`src/sv/aet_pkg.sv`:
```
// Shared types and constants for the arithmetic expression tokenizer.
`timescale 1ns / 1ps
`default_nettype none

package aet_pkg;

   localparam int POSITION_WIDTH_DEFAULT = 16;
   localparam int RESULT_DEPTH_DEFAULT   = 4;

   localparam int KIND_WIDTH   = 4;
   localparam int OUT_POS_W    = 16;
   localparam int LENGTH_W     = 16;
   localparam int VALUE_W      = 31;
   localparam int CHAR_W       = 8;

   localparam logic [LENGTH_W-1:0] LENGTH_MAX = '1;
   localparam logic [VALUE_W-1:0]  VALUE_MAX  = '1;

   localparam logic [CHAR_W-1:0] CHAR_PLUS   = 8'h2B;
   localparam logic [CHAR_W-1:0] CHAR_MINUS  = 8'h2D;
   localparam logic [CHAR_W-1:0] CHAR_STAR   = 8'h2A;
   localparam logic [CHAR_W-1:0] CHAR_SLASH  = 8'h2F;
   localparam logic [CHAR_W-1:0] CHAR_OPEN   = 8'h28;
   localparam logic [CHAR_W-1:0] CHAR_CLOSE  = 8'h29;
   localparam logic [CHAR_W-1:0] CHAR_ZERO   = 8'h30;
   localparam logic [CHAR_W-1:0] CHAR_NINE   = 8'h39;
   localparam logic [CHAR_W-1:0] CHAR_SPACE  = 8'h20;
   localparam logic [CHAR_W-1:0] CHAR_TAB    = 8'h09;
   localparam logic [CHAR_W-1:0] CHAR_CR     = 8'h0D;

   typedef enum logic [KIND_WIDTH-1:0] {
      KIND_NUMBER  = 4'd0,
      KIND_SPACE   = 4'd1,
      KIND_PLUS    = 4'd2,
      KIND_MINUS   = 4'd3,
      KIND_STAR    = 4'd4,
      KIND_SLASH   = 4'd5,
      KIND_OPEN    = 4'd6,
      KIND_CLOSE   = 4'd7,
      KIND_INVALID = 4'd8,
      KIND_END     = 4'd9
   } kind_type;

   typedef enum logic [1:0] {
      CLASS_NONE  = 2'd0,
      CLASS_DIGIT = 2'd1,
      CLASS_WS    = 2'd2
   } run_class_type;

   typedef struct packed {
      kind_type              kind;
      logic [OUT_POS_W-1:0]  start;
      logic [LENGTH_W-1:0]   length;
      logic [VALUE_W-1:0]    value;
      logic                  overflow;
      logic [CHAR_W-1:0]     ch;
      logic                  last;
   } token_type;

endpackage

`default_nettype wire

```
`src/sv/arith_expression_tokenizer.sv`:
```
// Arithmetic expression tokenizer: byte stream in, tokens out.
//
//   channel  direction  handshake             payload
//   req      in         req_valid/req_ready   req_type, req_text_byte
//   rsp      out        rsp_valid/rsp_ready   token fields, rsp_last_of_run
//
// One item per cycle unless stalled: classification and times-ten accumulate sit
// between the run state registers and a four-entry result queue, where an accepted
// item's tokens are registered before they show on rsp. An item yields at most two
// tokens and the queue drains one per cycle; it takes an item while it has room for
// two, so input stalls when rsp_ready is low or two-token items outrun the drain.
// Synchronous active-high reset clears the run state, position and queue.
`timescale 1ns / 1ps
`default_nettype none

module arith_expression_tokenizer
   import aet_pkg::*;
#(
   parameter int POSITION_WIDTH = POSITION_WIDTH_DEFAULT
) (
   input  wire logic                  clock,
   input  wire logic                  reset,
   input  wire logic                  req_valid,
   output logic                       req_ready,
   input  wire logic                  req_type,
   input  wire logic [CHAR_W-1:0]     req_text_byte,
   output logic                       rsp_valid,
   input  wire logic                  rsp_ready,
   output logic [KIND_WIDTH-1:0]      rsp_token_kind,
   output logic [OUT_POS_W-1:0]       rsp_start_position,
   output logic [LENGTH_W-1:0]        rsp_token_length,
   output logic [VALUE_W-1:0]         rsp_number_value,
   output logic                       rsp_value_overflow,
   output logic [CHAR_W-1:0]          rsp_token_char,
   output logic                       rsp_last_of_run
);

   localparam int RESULT_DEPTH = RESULT_DEPTH_DEFAULT;
   localparam int PTR_W = $clog2(RESULT_DEPTH);
   localparam int CNT_W = $clog2(RESULT_DEPTH + 1);
   localparam logic [CNT_W-1:0] ROOM_LIMIT = CNT_W'(RESULT_DEPTH - 2);

   // run state
   run_class_type              run_class_ff, run_class_in;
   logic [POSITION_WIDTH-1:0]  run_start_ff, run_start_in;
   logic [LENGTH_W-1:0]        run_length_ff, run_length_in;
   logic [VALUE_W-1:0]         acc_ff, acc_in;
   logic                       ovf_ff, ovf_in;
   logic [POSITION_WIDTH-1:0]  pos_ff, pos_in;

   // result queue
   token_type                  queue_ff [RESULT_DEPTH];
   logic [PTR_W-1:0]           wr_ptr_ff, wr_ptr_in;
   logic [PTR_W-1:0]           rd_ptr_ff, rd_ptr_in;
   logic [CNT_W-1:0]           count_ff, count_in;

   logic                       accept, pop;
   run_class_type              cls;
   logic                       extend, close_tok, second_tok;
   token_type                  run_tok, sec_tok, tok_a, tok_b;
   logic [1:0]                 push_n;
   logic [VALUE_W-1:0]         digit_acc;
   logic                       digit_ovf;
   logic [VALUE_W+3:0]         times_ten;
   logic [3:0]                 digit;
   logic [31:0]                run_start_wide, pos_wide;
   kind_type                   op_kind;
   logic [PTR_W-1:0]           wr_next;

   assign req_ready = (count_ff <= ROOM_LIMIT);
   assign accept    = req_valid && req_ready;
   assign rsp_valid = (count_ff != '0);
   assign pop       = rsp_valid && rsp_ready;

   assign run_start_wide = 32'(run_start_ff);
   assign pos_wide       = 32'(pos_ff);

   always_comb begin
      if ((req_text_byte >= CHAR_ZERO) && (req_text_byte <= CHAR_NINE)) begin
         cls = CLASS_DIGIT;
      end else if ((req_text_byte == CHAR_SPACE) ||
                   ((req_text_byte >= CHAR_TAB) && (req_text_byte <= CHAR_CR))) begin
         cls = CLASS_WS;
      end else begin
         cls = CLASS_NONE;
      end
   end

   always_comb begin
      unique case (req_text_byte)
         CHAR_PLUS:  op_kind = KIND_PLUS;
         CHAR_MINUS: op_kind = KIND_MINUS;
         CHAR_STAR:  op_kind = KIND_STAR;
         CHAR_SLASH: op_kind = KIND_SLASH;
         CHAR_OPEN:  op_kind = KIND_OPEN;
         CHAR_CLOSE: op_kind = KIND_CLOSE;
         default:    op_kind = KIND_INVALID;
      endcase
   end

   assign extend     = !req_type && (cls != CLASS_NONE) && (cls == run_class_ff);
   assign close_tok  = !extend && (run_class_ff != CLASS_NONE);
   assign second_tok = req_type || (cls == CLASS_NONE);

   // value*10 + digit, saturating; a fresh run starts from zero
   assign digit     = 4'(req_text_byte - CHAR_ZERO);
   assign times_ten = ({4'b0, (extend ? acc_ff : '0)} << 3)
                    + ({4'b0, (extend ? acc_ff : '0)} << 1)
                    + (VALUE_W+4)'(digit);
   always_comb begin
      if (times_ten > (VALUE_W+4)'(VALUE_MAX)) begin
         digit_acc = VALUE_MAX;
         digit_ovf = 1'b1;
      end else begin
         digit_acc = times_ten[VALUE_W-1:0];
         digit_ovf = extend && ovf_ff;
      end
   end

   always_comb begin
      run_tok.kind     = (run_class_ff == CLASS_DIGIT) ? KIND_NUMBER : KIND_SPACE;
      run_tok.start    = run_start_wide[OUT_POS_W-1:0];
      run_tok.length   = run_length_ff;
      run_tok.value    = (run_class_ff == CLASS_DIGIT) ? acc_ff : '0;
      run_tok.overflow = (run_class_ff == CLASS_DIGIT) && ovf_ff;
      run_tok.ch       = '0;
      run_tok.last     = !second_tok;

      sec_tok.kind     = req_type ? KIND_END : op_kind;
      sec_tok.start    = pos_wide[OUT_POS_W-1:0];
      sec_tok.length   = req_type ? '0 : LENGTH_W'(1);
      sec_tok.value    = '0;
      sec_tok.overflow = 1'b0;
      sec_tok.ch       = req_type ? '0 : req_text_byte;
      sec_tok.last     = 1'b1;

      tok_a  = close_tok ? run_tok : sec_tok;
      tok_b  = sec_tok;
      push_n = accept ? (2'(close_tok) + 2'(second_tok)) : 2'd0;
   end

   always_comb begin
      run_class_in  = run_class_ff;
      run_start_in  = run_start_ff;
      run_length_in = run_length_ff;
      acc_in        = acc_ff;
      ovf_in        = ovf_ff;
      pos_in        = pos_ff;
      if (accept) begin
         if (req_type) begin
            run_class_in  = CLASS_NONE;
            run_start_in  = '0;
            run_length_in = '0;
            acc_in        = '0;
            ovf_in        = 1'b0;
            pos_in        = '0;
         end else begin
            if (extend) begin
               if (run_length_ff != LENGTH_MAX) begin
                  run_length_in = run_length_ff + LENGTH_W'(1);
               end
            end else if (cls != CLASS_NONE) begin
               run_class_in  = cls;
               run_start_in  = pos_ff;
               run_length_in = LENGTH_W'(1);
               acc_in        = '0;
               ovf_in        = 1'b0;
            end else begin
               run_class_in  = CLASS_NONE;
               run_length_in = '0;
               acc_in        = '0;
               ovf_in        = 1'b0;
            end
            if (cls == CLASS_DIGIT) begin
               acc_in = digit_acc;
               ovf_in = digit_ovf;
            end
            pos_in = pos_ff + POSITION_WIDTH'(1);
         end
      end
   end

   assign wr_next   = wr_ptr_ff + PTR_W'(1);
   assign wr_ptr_in = wr_ptr_ff + PTR_W'(push_n);
   assign rd_ptr_in = rd_ptr_ff + PTR_W'(pop);
   assign count_in  = count_ff + CNT_W'(push_n) - CNT_W'(pop);

   always_ff @(posedge clock) begin
      if (reset) begin
         run_class_ff  <= CLASS_NONE;
         run_start_ff  <= '0;
         run_length_ff <= '0;
         acc_ff        <= '0;
         ovf_ff        <= 1'b0;
         pos_ff        <= '0;
         wr_ptr_ff     <= '0;
         rd_ptr_ff     <= '0;
         count_ff      <= '0;
      end else begin
         run_class_ff  <= run_class_in;
         run_start_ff  <= run_start_in;
         run_length_ff <= run_length_in;
         acc_ff        <= acc_in;
         ovf_ff        <= ovf_in;
         pos_ff        <= pos_in;
         wr_ptr_ff     <= wr_ptr_in;
         rd_ptr_ff     <= rd_ptr_in;
         count_ff      <= count_in;
      end
   end

   always_ff @(posedge clock) begin
      if (push_n != 2'd0) begin
         queue_ff[wr_ptr_ff] <= tok_a;
      end
      if (push_n == 2'd2) begin
         queue_ff[wr_next] <= tok_b;
      end
   end

   assign rsp_token_kind     = queue_ff[rd_ptr_ff].kind;
   assign rsp_start_position = queue_ff[rd_ptr_ff].start;
   assign rsp_token_length   = queue_ff[rd_ptr_ff].length;
   assign rsp_number_value   = queue_ff[rd_ptr_ff].value;
   assign rsp_value_overflow = queue_ff[rd_ptr_ff].overflow;
   assign rsp_token_char     = queue_ff[rd_ptr_ff].ch;
   assign rsp_last_of_run    = queue_ff[rd_ptr_ff].last;

   // queue never overfills
   assert property (@(posedge clock) disable iff (reset)
      count_ff <= CNT_W'(RESULT_DEPTH))
      else $error("result queue overflow");

   // an open run always has a nonzero length, a closed one none
   assert property (@(posedge clock) disable iff (reset)
      (run_class_ff == CLASS_NONE) == (run_length_ff == '0))
      else $error("run length out of step with run class");

   // end of text restarts the position count
   assert property (@(posedge clock) disable iff (reset)
      accept && req_type |=> (pos_ff == '0) && (run_class_ff == CLASS_NONE))
      else $error("end of text did not restart the text");

   // queue occupancy follows pushes and pops
   assert property (@(posedge clock) disable iff (reset)
      (push_n == 2'd0) && !pop |=> $stable(count_ff))
      else $error("queue count moved without traffic");

endmodule

`default_nettype wire

```
`config.mk`:
```
export PLATFORM = sky130hd
export DESIGN_NAME = arith_expression_tokenizer
export DESIGN_NICKNAME = d
export VERILOG_FILES = /design/src/sv/aet_pkg.sv /design/src/sv/arith_expression_tokenizer.sv
export SDC_FILE = /design/constraint.sdc
export NUM_CORES = 1
export LEC_CHECK = 0
export BUFFER_PORTS_ARGS = -buffer_cell sky130_fd_sc_hd__buf_2
export CAP_MARGIN = 0
export CORE_MARGIN = 2
export CORE_UTILIZATION = 56
export CTS_CLUSTER_SIZE = 20
export DETAILED_ROUTE_END_ITERATION = 8
export PLACE_DENSITY = 0.86
export SYNTH_ARGS = -nofsm -noshare
export SYNTH_HDL_FRONTEND = slang
export SYNTH_SLANG_ARGS = --single-unit
```
`constraint.sdc`:
```
create_clock -name clock -period 5.23 [get_ports clock]
set_input_delay 0.2615 -clock clock [delete_from_list [all_inputs] [get_ports clock]]
set_output_delay 0.2615 -clock clock [all_outputs]
set_load 0.02 [all_outputs]
```
==> summary.txt, run 1 <==
Place
  • Port Buffer Count: 91
  • Setup WS pre-CTS: 0.1465 ns
  • RePlAce Congestion: 0.9359
  • DPL Wire Length: just under 30000 um

STA
  • Final Slew Violations: 0
  • RSZ-0062 raised after global routing: false
  • Skew final: between 0.02 and 0.025 ns
  • Fin worst setup slack: 0.5913 ns
  • Worst hold slack: a little under 0.09 ns
  • Max Freq: ~0.22 GHz
  • Fin crit period: around 4.6 ns
  • Actual slew at the worst max-slew pin: roughly 1.1 ns
  • Final setup fails: 0
  • Slew HR: 25.66%
  • Hold Vio Cnt, Final: 0
  • Setup tns final: 0 ns
  • Tcrit/Tclk final: around 89%

Power and ir drop
  • P_int: around 5500 uW
  • Sw Share: a little under 30%
  • Comb pwr share: between 15 and 20%
  • Maximum VDD drop: 0.2755 mV
  • Flop pwr share: 45.0%
  • P_sw: around 2300 uW
  • Clk pwr share: 37.1%
  • Power Density: between 300 and 400 mW/mm^2
  • Leakage: around 0.008 uW

Logic synthesis
  • FF+latch count, synth: approximately 400
  • Post-Synth Simple-Gate Area: ~11%
  • Complex-gate fraction of the synthesized area: between 10% and 20%
  • Syn avg cell area: about 11 sq um
  • Syn_nets: 1757
  • Post-synthesis sequential area ratio: roughly half
  • Post-Syn Area: 0.01867 sq mm
  • Mux cell area share after synthesis: approximately a tenth
  • Netlist cell types: 73
  • Synth async-reset ratio: 0%
  • Post-synth EDFFs: roughly 120
  • YS warnings: 0
  • Main flop type after synthesis: dfxtp_1
  • Post-Synth XOR/XNOR Area: roughly 2.5%
  • Mapped Cells: 1673
  • Main combinational cell family by area after synthesis: compound AO/OA/AOI/OAI gates
  • Adder-Cell Fraction of Synth Area: under 10%

Floorplanning
  • Die width: 186.6 um
  • I/O pin count: 92
  • CORE AREA: between 0.03 and 0.04 sq mm
  • Die ar.: between 0.03 and 0.04 sq mm
  • Row Count: 66
  • Initial core utilization: 57.10%
  • Die Ht: 186.6 um

Layout
  • Util after Layout: 63.66%
  • Layout cells sized above 1: between 15 and 20%
  • P&R area growth vs syn: 11.49%
  • Nets: ~1.8k
  • Antenna Cells: 0

Flow run
  • Max-Cap Viols: 0

Critical path
  • Crit Path Class: input pin to flip-flop
  • Crit path from: req_text_byte[1]
  • Reg2reg end: acc_ff[25]
  • Worst r2r src: run_class_ff[0]
  • Worst Setup EP: acc_ff[25]
  • Flop2flop setup slack: just under 0.7 ns
  • Worst setup SP type: input pin
  • Arr. time, crit path: between 5 and 6 ns
  • Worst r2r path cells: 16
  • WP data required: about 5.7 ns
  • Worst-path fanout max: 22
  • Endpoint type of the worst setup path: flip-flop

Routing
  • Via count: between 10k and 15k
  • Vias per inst: 6.467
  • Final ANT Viol Nets: 0
  • 1st-iter DRT viols: 1260
  • Total routed wirelength: between 40000 and 50000 um
  • Wire per inst: between 20 and 25 um
  • Pre-antenna DRT Iters: 7
  • DR DRC count: 0

Clock network
  • CTS Sinks: between 300 and 400
  • CTS tree: yes
  • Clock Latency Late Sink: 0.55 ns
  • Worst-path clk slew: 0.06 ns
  • Post-CTS Setup Bufs: 0
  • Cts hold-fix bufs: 0
  • Resized cells post-CTS: 0
  • Clock tree buffer depth: 3
  • Root Buffer Master: clkbuf_16
  • H-tree levels: 2
  • CTS buffer count: a little over 40

GRT
  • Largest net degree at the start of global routing: 56
  • Grt ovf: 0
  • Vias in the first global route: 14.26k
  • GRT Total Usage: a little over a quarter
  • Antenna violations before repair: 1
  • First-pass GRT wire length: between 70000 and 80000 um

Worst hold path
  • Hold WC Path Type: input pin to flip-flop

Status
  • Status: finished clean
==> synth_stat cells (6+ instances only) <==
master    number  area, sq um
a211oi_1      10        75.07
or3_1          9        56.30
and3_1        10        62.56
nand2_1       94        352.8
nand3_1       23        115.1
o211ai_1       7        52.55
edfxtp_1     116         3483
ha_1          69        863.3
clkbuf_1     106        397.9
nor3_1        18        90.09
a21o_1        16        120.1
buf_1          6        22.52
a22o_1       204         1787
inv_1         24        90.09
nand4_1       10        62.56
xnor2_1       30        262.8
nor3b_1       17        127.6
xor2_1        24        210.2
o21ai_0       35        175.2
a32o_1        45        450.4
nor2b_1        8        50.05
buf_2         12        60.06
and2_1        36        225.2
nor2_1       185        694.4
a21oi_1       68        340.3
o31ai_1       27        202.7
mux4_2        77         1734
dfxtp_1      281         5625
nand2b_1      22        137.6
==> worst max-delay path: stages <==
cell	delay, ns
buf_2	0.15
or4b_1	0.54
a21oi_2	0.16
o21ai_2	0.12
a2111oi_4	0.43
buf_4	0.30
and2_1	0.22
ha_1	0.26
ha_1	0.37
o211ai_1	0.13
o211ai_1	0.34
nand4_1	0.28
a311o_1	0.42
a221o_1	0.31
nor4b_1	0.15
o21ai_2	0.08
buf_4	0.21
nor2_1	0.07
o31ai_1	0.25
==> worst min-delay path by stage <==
stage	startpoint	endpoint	slack, ns	depth (start not counted)
global placement	queue_ff[0][55]	queue_ff[0][55]	0.44	1
CTS	req_text_byte[0]	acc_ff[0]	0.07	3
detailed placement	queue_ff[2][0]	queue_ff[2][0]	0.45	1
floorplan	req_text_byte[0]	acc_ff[0]	0.40	2
finish	req_text_byte[0]	acc_ff[0]	0.09	3
global route	req_text_byte[0]	acc_ff[0]	0.12	3
==> cell families after synthesis <==
kind of cell / Yosys count
compound gates: 464
simple gates: 452
flops: 397
buf+inv: 157
mux: 78
fa+ha+maj: 71
xor+xnor: 54
==> area by class of cell <==
type / instances / area (sq um)
Fill cell: 2435 / 11880
Sequential cell: 397 / 9116
Multi-Input combinational cell: 1119 / 8961
Clock buffer: 60 / 1170
Timing Repair Buffer: 132 / 763.2
Tap cell: 442 / 553.0
Clock inverter: 15 / 157.7
Inverter: 25 / 96.34
==> placed cells by master (no fill, tap or decap), types with 5 or more instances in the layout <==
cell       synthesis  final
or2_2              5      5
a32o_1            45     45
a211oi_1          10     10
o21ai_2            5      6
nand4_1           10     10
and3_1            10     10
clkbuf_16          0     42
o22ai_1            5      5
nor3b_1           17     17
o31ai_1           27     27
edfxtp_1         116    116
clkinv_2           0      6
nand2b_1          22     22
mux4_2            77     77
xor2_1            24     24
buf_2             12     91
nand2_1           94     93
or3_1              9      9
o21ai_0           35     35
clkbuf_1         106     12
nor2_2             0      6
ha_1              69     69
a21o_1            16     16
a22o_1           204    204
clkbuf_8           0      5
and2_1            36     36
xnor2_1           30     30
nor3_1            18     17
a21oi_1           68     68
nor2b_1            8      8
buf_4              4     41
inv_1             24     24
nor2_1           185    176
o211ai_1           7      7
nand3_1           23     23
dfxtp_1          281    279
==> registers in the layout, indices dropped and copies added (netlist names), 3 cells and up <==
register,count
run_start_ff,16
count_ff,3
acc_ff,31
queue_ff,308
run_length_ff,16
pos_ff,16
==> per-layer routing <==
layer,global-route usage (%),vias up,routed length [um]
met5,0,-,12
met4,11.78,2,1671
met3,3.968,123,3187
met2,46.21,627,23250
met1,32.43,6982,18290
li1,-,6428,-
==> power by group through the flow <==
stage	clock (uW)	sequential, uW	combinational (uW)
finish	2880	3490	1380
global placement	0	3540	1340
detailed placement	0	3560	1380
floorplan	0	3430	1040
global route	3030	3510	1470
CTS	2900	3490	1380
==> stage by stage <==
step | std cells | power, uW | area [sq um]
2_1_floorplan | 1673 | 4476 | 18670
3_3_place_gp | 2115 | 4882 | 19490
3_5_place_dp | 2115 | 4933 | 19490
4_1_cts | 2190 | 7778 | 20820
5_1_grt | 2190 | 8008 | 20820
6_report | 2190 | 7750 | 20820
No activity file was read; power rests on OpenSTA's default activity.
==> run 2, diff against run 1 <==
- clock period: 5.23 -> 4.2 ns (I/O delays scaled with it)
==> summary.txt, run 2 (same netlist as run 1, synthesis figures left out) <==
Critical path
  • WP data required: 4.63 ns (was 5.66 ns)
  • Worst r2r path cells: 19 (was 16)
  • Endpoint type of the worst setup path: flip-flop (unchanged)
  • Worst setup SP type: input pin (unchanged)
  • Reg2reg end: acc_ff[9] (was acc_ff[25])
  • Crit Path Class: input pin to flip-flop (unchanged)
  • Arr. time, crit path: 4.88 ns (was 5.07 ns)
  • Flop2flop setup slack: -0.20 ns (was 0.68 ns)
  • CP max stage cell: nor3_1 (was or4b_1)
  • Worst path max stage delay: 0.49 ns (was 0.54 ns)
  • Critical-path cell list: buf_2, buf_4, nor3_1, o21ai_2, a2111oi_4, clkbuf_16, nand2_8, xnor2_4, ha_4, a31o_4, ha_4, o211ai_1, o211ai_1, nand4_1, a311o_1, a221o_1, nor4b_4, o21ai_4, buf_12, buf_12, nor2_1, o31ai_1 (was buf_2, or4b_1, a21oi_2, o21ai_2, a2111oi_4, buf_4, and2_1, ha_1, ha_1, o211ai_1, o211ai_1, nand4_1, a311o_1, a221o_1, nor4b_1, o21ai_2, buf_4, nor2_1, o31ai_1)
  • Worst r2r src: run_class_ff[0] (unchanged)
  • Worst-path fanout max: 8 (was 22)

Routing
  • DR DRC count: 0 (unchanged)
  • Vias per inst: 6.658 (was 6.467)
  • Via count: 15.47k (was 14.16k)
  • Total routed wirelength: 53390 um (was 46420 um)
  • 1st-iter DRT viols: 1810 (was 1260)
  • Wire per inst: 22.98 um (was 21.20 um)
  • Pre-antenna DRT Iters: 8 (was 7)
  • Final ANT Viol Nets: 0 (unchanged)

Floorplanning
  • Die Ht: 186.6 um (unchanged)
  • Die width: 186.6 um (unchanged)
  • Die ar.: 0.03482 sq mm (unchanged)
  • Initial core utilization: 57.10% (unchanged)
  • I/O pin count: 92 (unchanged)
  • Row Count: 66 (unchanged)
  • CORE AREA: 0.03270 sq mm (unchanged)

Status
  • Violated checks: setup timing
  • Status: finished, violations left (was finished clean)

STA
  • Hold Vio Cnt, Final: 0 (unchanged)
  • Final setup fails: 32 (was 0)
  • Slew HR: 17.96% (was 25.66%)
  • Actual slew at the worst max-slew pin: 1.231 ns (was 1.115 ns)
  • Fin crit period: approximately 4.5 ns
  • Final Slew Violations: 0 (unchanged)
  • Max Freq: 0.2245 GHz
  • Fin worst setup slack: -0.2538 ns (was 0.5913 ns)
  • RSZ-0062 raised after global routing: true (was false)
  • Skew final: 0.02142 ns (was 0.02057 ns)
  • Tcrit/Tclk final: 106.0%
  • Setup tns final: -5.455 ns (was 0 ns)

Clock network
  • CTS buffer count: 41 (unchanged)
  • CTS tree: yes (unchanged)
  • Cts hold-fix bufs: 0 (unchanged)
  • CTS Sinks: 397 (unchanged)
  • Worst-path clk slew: 0.06 ns (about the same)
  • Clock tree buffer depth: 3 (unchanged)
  • Clock Latency Late Sink: 0.55 ns (about the same)
  • H-tree levels: 2 (unchanged)
  • Root Buffer Master: clkbuf_16 (unchanged)

GRT
  • First-pass GRT wire length: 79900 um (was 75430 um)
  • Grt ovf: 0 (unchanged)
  • GRT Total Usage: 28.16% (was 26.43%)
  • Antenna violations before repair: 0 (was 1)
  • Largest net degree at the start of global routing: 52 (was 56)
  • Vias in the first global route: 15.56k (was 14.26k)

Place
  • DPL Wire Length: 31420 um (was 28880 um)
  • RePlAce Congestion: 0.9479 (was 0.9359)
  • Setup WS pre-CTS: -0.5209 ns (was 0.1465 ns)
  • Port Buffer Count: 91 (unchanged)

Power and ir drop
  • P_int: 6949 uW (was 5490 uW)
  • Clk pwr share: 37.0% (was 37.1%)
  • Power Density: 435.7 mW/mm^2 (was 372.3 mW/mm^2)
  • Flop pwr share: 44.2% (was 45.0%)
  • Leakage: 0.008841 uW (was 0.008021 uW)
  • Sw Share: 29.62% (was 29.17%)
  • P_sw: 2925 uW (was 2261 uW)
  • Maximum VDD drop: 0.3467 mV (was 0.2755 mV)
  • Comb pwr share: 18.7% (was 17.9%)

Layout
  • Most flops, register: queue_ff (unchanged)
  • Commonest cells after routing, fill and taps aside: 279 x dfxtp_1, 204 x a22o_1, 169 x nor2_1 (was 279 x dfxtp_1, 204 x a22o_1, 176 x nor2_1)
  • P&R area growth vs syn: 21.37% (was 11.49%)
  • Nets: 1934 (was 1800)
  • Layout cells sized above 1: 28.39% (was 17.51%)
  • Antenna Cells: 0 (unchanged)
  • Biggest regs: queue_ff x308, acc_ff x31 (unchanged)
  • Util after Layout: 69.31% (was 63.66%)
  • Max reg flops: 308 (unchanged)
  • Leading cell type in the layout, fill and taps excluded: dfxtp_1 (unchanged)

Worst hold path
  • Hold EP: acc_ff[0] (unchanged)
  • Hold Crit Depth: 4 (was 3)
  • Hold Crit Start: req_text_byte[0] (unchanged)
  • Hold WC Path Type: input pin to flip-flop (unchanged)

Flow run
  • Max-Cap Viols: 0 (unchanged)
==> run 2: changes by cell type in the layout (fill, tap and decap cells not counted), sizes merged <==
cell      delta
buf        +131
bufinv       -1
clkbuf       +1
clkinv       +2
clkinvlp     +5
inv          -5
==> run 2: layout make-up <==
| type | instances | area, sq um |
|---|---|---|
| clock buffer | 58 | 1232 |
| clock inverter | 16 | 145.1 |
| fill | 2068 | 10040 |
| inverter | 25 | 107.6 |
| multi-input combinational | 1119 | 9535 |
| sequential | 397 | 9116 |
| tap | 442 | 553.0 |
| timing repair buffer | 266 | 1974 |
==> run 2: power groups by stage <==
| stage | Sequential (uW) | Combinational (uW) | Clock (uW) |
|---|---|---|---|
| finish | 4370 | 1850 | 3660 |
| CTS | 4360 | 1800 | 3660 |
| global placement | 4410 | 1740 | 0 |
| detailed placement | 4440 | 1780 | 0 |
| floorplan | 4270 | 1310 | 0 |
| global route | 4390 | 1940 | 3830 |
==> run 2: routing by layer <==
layer | vias up | part of all wire [%] | track usage [%] | wire (um)
met5 | - | 0 | 0 | 0
met2 | 934 | 49 | 49.24 | 26330
met1 | 7566 | 37 | 33.49 | 19630
met4 | 0 | 5.6 | 14.93 | 2967
li1 | 6696 | - | - | -
met3 | 271 | 8.4 | 4.345 | 4467
==> run 2: timing repair <==
action                                  in CTS  in global routing
endpoints found under the hold margin        0                  0
resized for setup                            1                112
gates cloned                                 0                  2
pin swaps                                    0                 43
endpoints found under the setup margin       7                 32
setup buffers                                0                 16
==> run 2: through the flow <==
stage / total power, uW / instance area [sq um] / hold WS (ns) / cells
6_report: 9874 / 22660 / 0.1120 / 2323
5_1_grt: 10160 / 22660 / 0.1107 / 2323
4_1_cts: 9826 / 21930 / 0.07693 / 2305
3_5_place_dp: 6221 / 20550 / 0.4508 / 2231
3_3_place_gp: 6152 / 20550 / 0.4414 / 2231
2_1_floorplan: 5587 / 18770 / 0.3462 / 1673
==> run 2: worst max path at each step <==
| stage | from | end | slack (ns) |
|---|---|---|---|
| 2_1_floorplan | req_text_byte[1] | acc_ff[10] | -0.34 |
| 3_3_place_gp | req_text_byte[0] | acc_ff[22] | -0.34 |
| 3_5_place_dp | req_text_byte[1] | acc_ff[25] | -0.52 |
| 4_1_cts | req_text_byte[0] | acc_ff[26] | 0.004 |
| 5_1_grt | req_text_byte[7] | acc_ff[9] | -0.40 |
| 6_report | req_text_byte[7] | acc_ff[9] | -0.25 |
==> run 2: worst max-delay path, delay by kind of cell <==
family                     cells  cell delay, ns
adders and majority gates      2            0.43
buffers and inverters          5            0.77
and+or+nand+nor                5            0.98
AOI/OAI and AO/OA              9            2.30
xor gates and xnor gates       1            0.17
